### src/hw/rtl/adpcm6_block_decoder_top_assert.svh
// Assertion macros shared by the decoder RTL; clocked on clk and disabled in rst.
`ifndef ADPCM6_BLOCK_DECODER_TOP_ASSERT_SVH
`define ADPCM6_BLOCK_DECODER_TOP_ASSERT_SVH

// The consequent must hold in the same cycle as the antecedent.
`define ADPCM6_ASSERT_SAME(lbl, ante, cons, msg) \
  lbl: assert property (@(posedge clk) disable iff (rst) (ante) |-> (cons)) \
    else $error(msg);

// The consequent must hold in the cycle after the antecedent.
`define ADPCM6_ASSERT_NEXT(lbl, ante, cons, msg) \
  lbl: assert property (@(posedge clk) disable iff (rst) (ante) |=> (cons)) \
    else $error(msg);

`endif

### src/hw/rtl/adpcm6_pkg.sv
// Constants, types and helper functions of the ADPCM 6-bit block decoder.
`default_nettype none

package adpcm6_pkg;

  localparam int BLOCK_DATA_BYTES      = 24;
  localparam int HISTORY_FRACTION_BITS = 16;

  localparam int HIST_W       = 48;
  localparam int BPOS_W       = $clog2(BLOCK_DATA_BYTES + 1);
  localparam int CODE_W       = 6;
  localparam int GAIN_NUM     = 1057;
  localparam int PROD_W       = 17;
  localparam int SCALE_W      = 7;
  localparam int SH_W         = 8;
  localparam int SCALE_MAX    = 32;
  localparam int WIDE_W       = PROD_W + SCALE_MAX + HISTORY_FRACTION_BITS;
  localparam int TAP_W        = 8;
  localparam int FILT_W       = HIST_W + TAP_W + 1;
  localparam int FILTER_SHIFT = 6;
  localparam int PCM_W        = 16;

  typedef logic signed [HIST_W-1:0] hist_t;
  typedef logic [CODE_W-1:0]        code_t;

  localparam hist_t HIST_MAX = {1'b0, {(HIST_W-1){1'b1}}};
  localparam hist_t HIST_MIN = {1'b1, {(HIST_W-1){1'b0}}};

  // One decoded byte waiting for the history stage.
  typedef struct packed {
    logic [1:0] left;
    logic       fin;
    logic [1:0] sel;
    hist_t      term0;
    hist_t      term1;
  } job_t;

  function automatic logic signed [TAP_W-1:0] tap_recent(input logic [1:0] sel);
    logic signed [TAP_W-1:0] t;
    case (sel)
      2'd0:    t = TAP_W'(0);
      2'd1:    t = TAP_W'(60);
      2'd2:    t = TAP_W'(115);
      default: t = TAP_W'(98);
    endcase
    return t;
  endfunction

  function automatic logic signed [TAP_W-1:0] tap_older(input logic [1:0] sel);
    logic signed [TAP_W-1:0] t;
    case (sel)
      2'd0:    t = TAP_W'(0);
      2'd1:    t = TAP_W'(0);
      2'd2:    t = -TAP_W'(52);
      default: t = -TAP_W'(55);
    endcase
    return t;
  endfunction

  // Bit 5 set gives 1..32, otherwise 0..-31.
  function automatic logic signed [SCALE_W-1:0] header_scale(input logic [7:0] b);
    logic signed [SCALE_W-1:0] s;
    if (b[5]) begin
      s = SCALE_W'(7'd64 - {1'b0, b[5:0]});
    end else begin
      s = -$signed({2'b00, b[4:0]});
    end
    return s;
  endfunction

  // Code times gain, scaled by a power of two: floor on right shifts,
  // saturated to the history range on left shifts.
  function automatic hist_t code_term(input code_t code,
                                      input logic signed [SCALE_W-1:0] scale);
    logic signed [PROD_W-1:0] v;
    logic signed [SH_W-1:0]   sh;
    logic signed [WIDE_W-1:0] wide;
    hist_t                    r;
    v  = PROD_W'($signed(code)) * $signed(PROD_W'(GAIN_NUM));
    sh = SH_W'(scale) + SH_W'(HISTORY_FRACTION_BITS);
    if (sh < 0) begin
      wide = WIDE_W'(v) >>> (-sh);
      r    = HIST_W'(wide);
    end else begin
      wide = WIDE_W'(v) <<< sh;
      if (wide > WIDE_W'(HIST_MAX)) begin
        r = HIST_MAX;
      end else if (wide < WIDE_W'(HIST_MIN)) begin
        r = HIST_MIN;
      end else begin
        r = HIST_W'(wide);
      end
    end
    return r;
  endfunction

endpackage

`default_nettype wire

### src/hw/rtl/adpcm6_block_decoder_top.sv
// ADPCM 6-bit two-tap predictive decoder: byte parser, history stage, output register.
//
// Input channel: one compressed byte per transaction (data_byte) with
// final_byte marking the last byte of a sample. Each block is a header
// byte and then data bytes; every three data bytes carry four 6-bit codes.
// Output channel: one decoded 16-bit pcm_sample per transaction, with
// run_last set on the last sample caused by an input byte and sample_end
// copying that byte's final_byte. A header byte yields no transaction.
// The first sample of a byte passes the job register and then the output register;
// a second sample of the same byte follows it.
// The parser takes a byte in every cycle the history stage can
// hand on its job; a byte carrying two codes holds that stage until
// both codes are emitted, one after the other, because each code's
// prediction needs the history written by the code before it. The output
// rate is thus at most one sample per cycle, set by the combinational
// filter and saturation loop around the two history registers.
// Reset clears the parser (a header is expected first), the history and
// both valid flags. When the receiver stalls, the output register holds
// its sample, the history stage waits, and in_ready drops once a job waits.
`default_nettype none
`include "adpcm6_block_decoder_top_assert.svh"

module adpcm6_block_decoder_top
  import adpcm6_pkg::*;
(
  input  wire logic                    clk,
  input  wire logic                    rst,
  input  wire logic                    in_valid,
  output logic                         in_ready,
  input  wire logic [7:0]              data_byte,
  input  wire logic                    final_byte,
  output logic                         out_valid,
  input  wire logic                    out_ready,
  output logic signed [PCM_W-1:0]      pcm_sample,
  output logic                         run_last,
  output logic                         sample_end
);

  typedef enum logic [1:0] {
    PH_FIRST,
    PH_SECOND,
    PH_THIRD,
    PH_HOLD
  } phase_t;

  localparam logic [BPOS_W-1:0] BPOS_END = BPOS_W'(BLOCK_DATA_BYTES);
  localparam logic signed [HIST_W:0] PCM_MAX = (HIST_W+1)'(32767);
  localparam logic signed [HIST_W:0] PCM_MIN = -(HIST_W+1)'(32768);
  localparam logic [HIST_W:0] FRAC_ROUND = (HIST_W+1)'((1 << HISTORY_FRACTION_BITS) - 1);

  // Parser state.
  logic [1:0]                filter_select;
  logic signed [SCALE_W-1:0] scale_exponent;
  phase_t                    code_phase;
  logic [BPOS_W-1:0]         block_position;
  logic [7:0]                bit_holder;

  logic [1:0]                filter_select_next;
  logic signed [SCALE_W-1:0] scale_exponent_next;
  phase_t                    code_phase_next;
  logic [BPOS_W-1:0]         block_position_next;
  logic [7:0]                bit_holder_next;
  logic [BPOS_W-1:0]         bpos_inc;
  code_t                     code_a;
  code_t                     code_b;
  logic [1:0]                n_codes;

  // History stage.
  logic  job_valid;
  job_t  job;
  job_t  job_next;
  hist_t history_recent;
  hist_t history_older;

  logic                           in_accept;
  logic                           out_free;
  logic                           emit;
  logic                           last_code;
  logic                           job_done;
  logic signed [FILT_W-1:0]       filt_sum;
  logic signed [FILT_W-1:0]       filt_q;
  logic signed [FILT_W-1:0]       sum_full;
  hist_t                          sum_sat;
  logic signed [HIST_W:0]         sum_adj;
  logic signed [HIST_W:0]         int_part;
  logic signed [PCM_W-1:0]        sample;

  assign in_accept = in_valid && in_ready;
  assign out_free  = !out_valid || out_ready;
  assign emit      = job_valid && (job.left != 2'd0) && out_free;
  assign last_code = (job.left == 2'd1);
  assign job_done  = job_valid && ((job.left == 2'd0) || (last_code && out_free));
  assign in_ready  = !job_valid || job_done;

  // Byte parser: splits the packed codes and tracks the block layout.
  always_comb begin
    filter_select_next  = filter_select;
    scale_exponent_next = scale_exponent;
    code_phase_next     = code_phase;
    block_position_next = block_position;
    bit_holder_next     = bit_holder;
    bpos_inc            = block_position + BPOS_W'(1);
    code_a              = '0;
    code_b              = '0;
    n_codes             = 2'd0;
    if (block_position == BPOS_END) begin
      filter_select_next  = data_byte[7:6];
      scale_exponent_next = header_scale(data_byte);
      block_position_next = '0;
      code_phase_next     = PH_FIRST;
    end else begin
      unique case (code_phase) inside
        PH_FIRST: begin
          bit_holder_next = data_byte;
          code_a          = data_byte[7:2];
          n_codes         = 2'd1;
          code_phase_next = PH_SECOND;
        end
        PH_SECOND: begin
          bit_holder_next     = data_byte;
          block_position_next = bpos_inc;
          code_a              = {bit_holder[1:0], data_byte[7:4]};
          n_codes             = 2'd1;
          code_phase_next     = PH_THIRD;
        end
        PH_THIRD, PH_HOLD: begin
          code_a = {bit_holder[3:0], data_byte[7:6]};
          if (!final_byte && (bpos_inc != BPOS_END)) begin
            // The fourth code sits in the low six bits of this byte.
            code_b              = data_byte[5:0];
            n_codes             = 2'd2;
            bit_holder_next     = '0;
            block_position_next = bpos_inc + BPOS_W'(1);
            code_phase_next     = PH_FIRST;
          end else begin
            n_codes             = 2'd1;
            bit_holder_next     = data_byte;
            block_position_next = bpos_inc;
            code_phase_next     = PH_HOLD;
          end
        end
      endcase
    end
    if (final_byte) begin
      filter_select_next  = '0;
      scale_exponent_next = '0;
      code_phase_next     = PH_FIRST;
      block_position_next = BPOS_END;
      bit_holder_next     = '0;
    end
  end

  always_comb begin
    job_next.left  = n_codes;
    job_next.fin   = final_byte;
    job_next.sel   = filter_select;
    job_next.term0 = code_term(code_a, scale_exponent);
    job_next.term1 = code_term(code_b, scale_exponent);
  end

  // Prediction, saturation and conversion to a clipped integer sample.
  always_comb begin
    filt_sum = FILT_W'(tap_recent(job.sel)) * FILT_W'(history_recent)
             + FILT_W'(tap_older(job.sel)) * FILT_W'(history_older);
    filt_q   = filt_sum >>> FILTER_SHIFT;
    sum_full = FILT_W'(job.term0) + filt_q;
    if (sum_full > FILT_W'(HIST_MAX)) begin
      sum_sat = HIST_MAX;
    end else if (sum_full < FILT_W'(HIST_MIN)) begin
      sum_sat = HIST_MIN;
    end else begin
      sum_sat = HIST_W'(sum_full);
    end
    // Adding the fraction mask to negative values makes the shift truncate toward zero.
    sum_adj  = (HIST_W+1)'(sum_sat) + (sum_sat[HIST_W-1] ? $signed(FRAC_ROUND) : '0);
    int_part = sum_adj >>> HISTORY_FRACTION_BITS;
    if (int_part > PCM_MAX) begin
      sample = PCM_W'(PCM_MAX);
    end else if (int_part < PCM_MIN) begin
      sample = PCM_W'(PCM_MIN);
    end else begin
      sample = PCM_W'(int_part);
    end
  end

  always_ff @(posedge clk) begin
    if (rst) begin
      filter_select  <= '0;
      scale_exponent <= '0;
      code_phase     <= PH_FIRST;
      block_position <= BPOS_END;
      bit_holder     <= '0;
      job_valid      <= 1'b0;
      out_valid      <= 1'b0;
      history_recent <= '0;
      history_older  <= '0;
    end else begin
      if (in_accept) begin
        filter_select  <= filter_select_next;
        scale_exponent <= scale_exponent_next;
        code_phase     <= code_phase_next;
        block_position <= block_position_next;
        bit_holder     <= bit_holder_next;
        job_valid      <= 1'b1;
      end else if (job_done) begin
        job_valid <= 1'b0;
      end

      if (emit) begin
        out_valid <= 1'b1;
      end else if (out_ready) begin
        out_valid <= 1'b0;
      end

      // The sample's final byte returns the history to zero after its last code.
      if (emit && last_code && job.fin) begin
        history_recent <= '0;
        history_older  <= '0;
      end else if (emit) begin
        history_recent <= sum_sat;
        history_older  <= history_recent;
      end else if (job_valid && (job.left == 2'd0) && job.fin) begin
        history_recent <= '0;
        history_older  <= '0;
      end
    end
  end

  always_ff @(posedge clk) begin
    if (in_accept) begin
      job <= job_next;
    end else if (emit) begin
      job.left  <= job.left - 2'd1;
      job.term0 <= job.term1;
    end
    if (emit) begin
      pcm_sample <= sample;
      run_last   <= last_code;
      sample_end <= job.fin;
    end
  end

  `ADPCM6_ASSERT_SAME(a_bpos_range, 1'b1, block_position <= BPOS_END, "block position past end")
  `ADPCM6_ASSERT_SAME(a_job_count, job_valid, job.left != 2'd3, "job holds too many codes")
  `ADPCM6_ASSERT_NEXT(a_fin_clears, emit && last_code && job.fin, (history_recent == '0) && (history_older == '0), "history not cleared after final byte")
  `ADPCM6_ASSERT_NEXT(a_second_follows, out_valid && out_ready && !run_last, out_valid, "second sample of a byte did not follow")

endmodule

`default_nettype wire
### config.mk
export PLATFORM = sky130hd
export DESIGN_NAME = adpcm6_block_decoder_top
export DESIGN_NICKNAME = d
export VERILOG_FILES = /design/src/hw/rtl/adpcm6_pkg.sv /design/src/hw/rtl/adpcm6_block_decoder_top.sv
export VERILOG_INCLUDE_DIRS = /design/src /design/src/hw/rtl
export SDC_FILE = /design/constraint.sdc
export NUM_CORES = 2
export LEC_CHECK = 0
export BUFFER_PORTS_ARGS = -buffer_cell sky130_fd_sc_hd__buf_4
export CORE_UTILIZATION = 45
export DETAILED_ROUTE_END_ITERATION = 7
export PLACE_DENSITY = 0.64
export RECOVER_POWER = 50
export SETUP_SLACK_MARGIN = 0.15
export SLEW_MARGIN = 20
export SYNTH_ARGS = -nofsm -noshare
export SYNTH_HDL_FRONTEND = slang
export SYNTH_SLANG_ARGS = --single-unit
### constraint.sdc
create_clock -name clk -period 20 [get_ports clk]
set_input_delay 4 -clock clk [delete_from_list [all_inputs] [get_ports clk]]
set_output_delay 4 -clock clk [all_outputs]
set_load 0.05 [all_outputs]
==> out/summary.txt <==
reg-to-reg slack, setup = 2620 ps
postcts setup bufs = 0
max_cap viols = 5
Gate Count Post-Synth = 4850
Die Y = 303.3 µm
Post-Synthesis Net Count = 5756
Core ar. = 0.09001 mm²
endpoints failing setup = 0
status = complete, but fails checks
Netlist cell types = 108
Post-synth top flop = edfxtp_1
setup TNS = 0 ps
Die X = 303.3 µm
WP data arrival = 17660 ps
first-pass GRT wire length = 192.6 mm
CTS Buf Count = 34
RSZ-0062 raised after global routing = no
dpl ws = 2751 ps
Hold Crit Depth = 0
Synth Register Bits = 237
Syn-to-layout area delta = 5.218%
GR Overflow Total = 0
Seq/Total Area, Yosys = 14.53%
Setup crit start kind = flip-flop
final worst path period share = 86.89%
hold_sp = filter_select[1]$_SDFFE_PP0P_
Filler cells = 8839
clock-pin slew on the worst setup and hold paths = 60 ps
Residual DRC = 0
vias in the first global route = 33600
critical path class = flip-flop to flip-flop
Setup WS post-layout = 2622 ps
initial antenna violation count = 1
drt wl/cell = 20.26 µm
cts hold-fix bufs = 0
hpwl dp = 97.36 mm
layout cells sized above 1 = 5.474%
post-route ant nets = 0
GP Congestion = 0.9787
yosys warns = 0
CP required = 20280 ps
CTS tree = done
clk root buf = clkbuf_16
Crit path max-delay family = compound AO/OA/AOI/OAI gates
metal2 WL = 54.80 mm
Post-Syn Area = 0.04086 mm²
DRT Wirelength = 120.1 mm
number of synthesized flops with an enable pin = 119
RR Endpoint = pcm_sample[5]$_SDFFCE_PN1P_
minimum clock period = 17380 ps
RR Startpoint = job[97]$_DFFE_PP_
Hold EP = job[97]$_DFFE_PP_
highest clock rate = 57.55 MHz
most frequent CP cell = fa_1
WL met1 = 54.16 mm
worst path bufs/invs = 4
Total GRT Usage = 26.80%
drt first pass iters = 7
initial cell density of the core = 45.39%
worst skew pair latency = 600 ps
Final Net Count = 5630
slew margin rel. = -152.3%
slowest library cell on the worst path = or2_2
final hold viol count = 0
Post-Syn Area per Cell = 8.425 µm²
crit-path max cell delay = 910 ps
via count = 33830
Hold Path Class = flip-flop to flip-flop
Final Skew = 51.05 ps
Top Metal Used = met4
failing checks = max-capacitance violations, max-slew violations
Die Area = 0.09201 mm²
Ports = 33
Post-synth ARST share = 0%
htree depth = 2
Worst setup EP type = flip-flop
maximum fanout along the worst path = 51
clock sinks = 237
Via density = 5.707
largest net degree at the start of global routing = 82
Worst-Margin Slew = 3784 ps
Iteration-0 DRC Markers = 3030
post-CTS sizing = 0
Worst Reg2Reg Path Length in Cells = 56
PortBufs = 32
Slew Limit Fails = 283
met3 WL = 7.499 mm
Site Rows = 110
Clock Path Buffers = 3
==> registers in the layout (all words and copies together), names as in the netlist, 2 cells and up <==
register,count
block_position,5
filter_select,2
code_phase,2
history_recent,48
job,101
pcm_sample,16
bit_holder,4
history_older,48
scale_exponent,7
==> cells in the final DEF (no fill, tap or decap), types with 30 or more instances in the layout <==
master and instances:
nand2_1 323, a22oi_1 109, nand3_1 51, nor2b_1 68, buf_4 52, or2_2 56, a21o_1 57, o21ai_0 209
nand4_1 30, mux2i_1 57, nor2_1 438, ha_1 389, nor3_1 56, edfxtp_1 119, o21a_1 41, clkbuf_16 34
xor2_1 45, a21oi_1 337, fa_1 500, inv_1 756, a211oi_1 36, and2_1 265, dfxtp_1 114, xnor2_1 93
==> cell type report <==
class                      count  area [µm²]  area share [%]
multi-input combinational   3613       31140           72.44
sequential                   237        5941           13.82
inverter                     761        2859           6.650
tap                         1176        1471           3.423
clock buffer                  39       889.6           2.069
timing repair buffer          77       488.0           1.135
clock inverter                23       195.2          0.4540
antenna                        2       5.005         0.01164
==> cell families (layout without fill, tap and decap cells) <==
| group | after synthesis | in the layout | synth area share, % |
|---|---|---|---|
| fa+ha+maj | 893 | 893 | 36.53 |
| other cells | 0 | 2 | 0 |
| flops | 237 | 237 | 14.53 |
| compound gates | 1078 | 1078 | 16.89 |
| xor+xnor | 142 | 142 | 3.044 |
| mux | 85 | 85 | 2.536 |
| simple gates | 1415 | 1415 | 17.00 |
| buf+inv | 1000 | 900 | 9.468 |
==> synthesized netlist by cell type, drive strengths merged (15+ instances only) <==
cell type    n  area share [%]
a211oi      37            0.69
a21o        57             1.0
a21oi      339             4.2
a22oi      109             2.0
a31oi       31            0.47
and2       269             4.1
and3        22            0.34
buf         46            0.55
clkbuf     193             1.9
dfxtp      118             5.8
edfxtp     119             8.7
fa         500              24
ha         393              12
inv        758             7.0
mux2        15            0.42
mux2i       57             1.4
nand2      323             3.0
nand2b      29            0.44
nand3       52            0.65
nand4       31            0.49
nor2       440             4.0
nor2b       68             1.0
nor3        57            0.73
nor4        15            0.23
o211ai      30            0.56
o21a        41            0.75
o21ai      224             2.8
o21bai      20            0.37
o22a        25            0.54
o22ai       30            0.47
o31ai       18            0.33
or2         58            0.89
xnor2       97             2.1
xor2        45            0.96
==> worst register-to-register path: cells and delay by family, from the launching register on <==
family,cells,cell delay (ps)
adder cells (fa/ha/maj),10,4800
XOR/XNOR,1,170
buffers and inverters,4,260
AO/OA/AOI/OAI,21,6000
AND/OR/NAND/NOR,19,5390
flip-flops,1,400
multiplexers,1,70
==> per-layer routing <==
metal / vias to the layer above / global-route usage, %
li1: 15910 / -
met1: 16520 / 38.12
met2: 1183 / 42.95
met3: 215 / 3.048
met4: 0 / 7.619
met5: - / 0
==> how the worst max path moves through the flow <==
| stage | endpoint | depth (start not counted) | start |
|---|---|---|---|
| detailed placement | pcm_sample[5]$_SDFFCE_PN1P_ | 56 | job[97]$_DFFE_PP_ |
| floorplan | pcm_sample[7]$_SDFFCE_PN1P_ | 59 | job[96]$_DFFE_PP_ |
| CTS | pcm_sample[5]$_SDFFCE_PN1P_ | 56 | job[97]$_DFFE_PP_ |
| finish | pcm_sample[5]$_SDFFCE_PN1P_ | 56 | job[97]$_DFFE_PP_ |
| global placement | pcm_sample[4]$_SDFFCE_PN1P_ | 56 | job[97]$_DFFE_PP_ |
| global route | pcm_sample[4]$_SDFFCE_PN1P_ | 55 | job[97]$_DFFE_PP_ |
==> through the flow <==
| step | utilization, % | std cells | hold slack (ps) | cell area, µm² |
|---|---|---|---|---|
| 2_1_floorplan | - | 4850 | 408.7 | 40860 |
| 3_3_place_gp | 46.65 | 5864 | 432.3 | 41990 |
| 3_5_place_dp | 46.65 | 5864 | 431.1 | 41990 |
| 4_1_cts | 47.86 | 5926 | 444.2 | 43080 |
| 5_1_grt | 47.76 | 5926 | 454.2 | 42990 |
| 6_report | 47.76 | 5928 | 436.6 | 42990 |
Power is left out: the tool's default activity adds up to more than one toggle a clock period on the data nets, which glitch-free logic cannot reach.
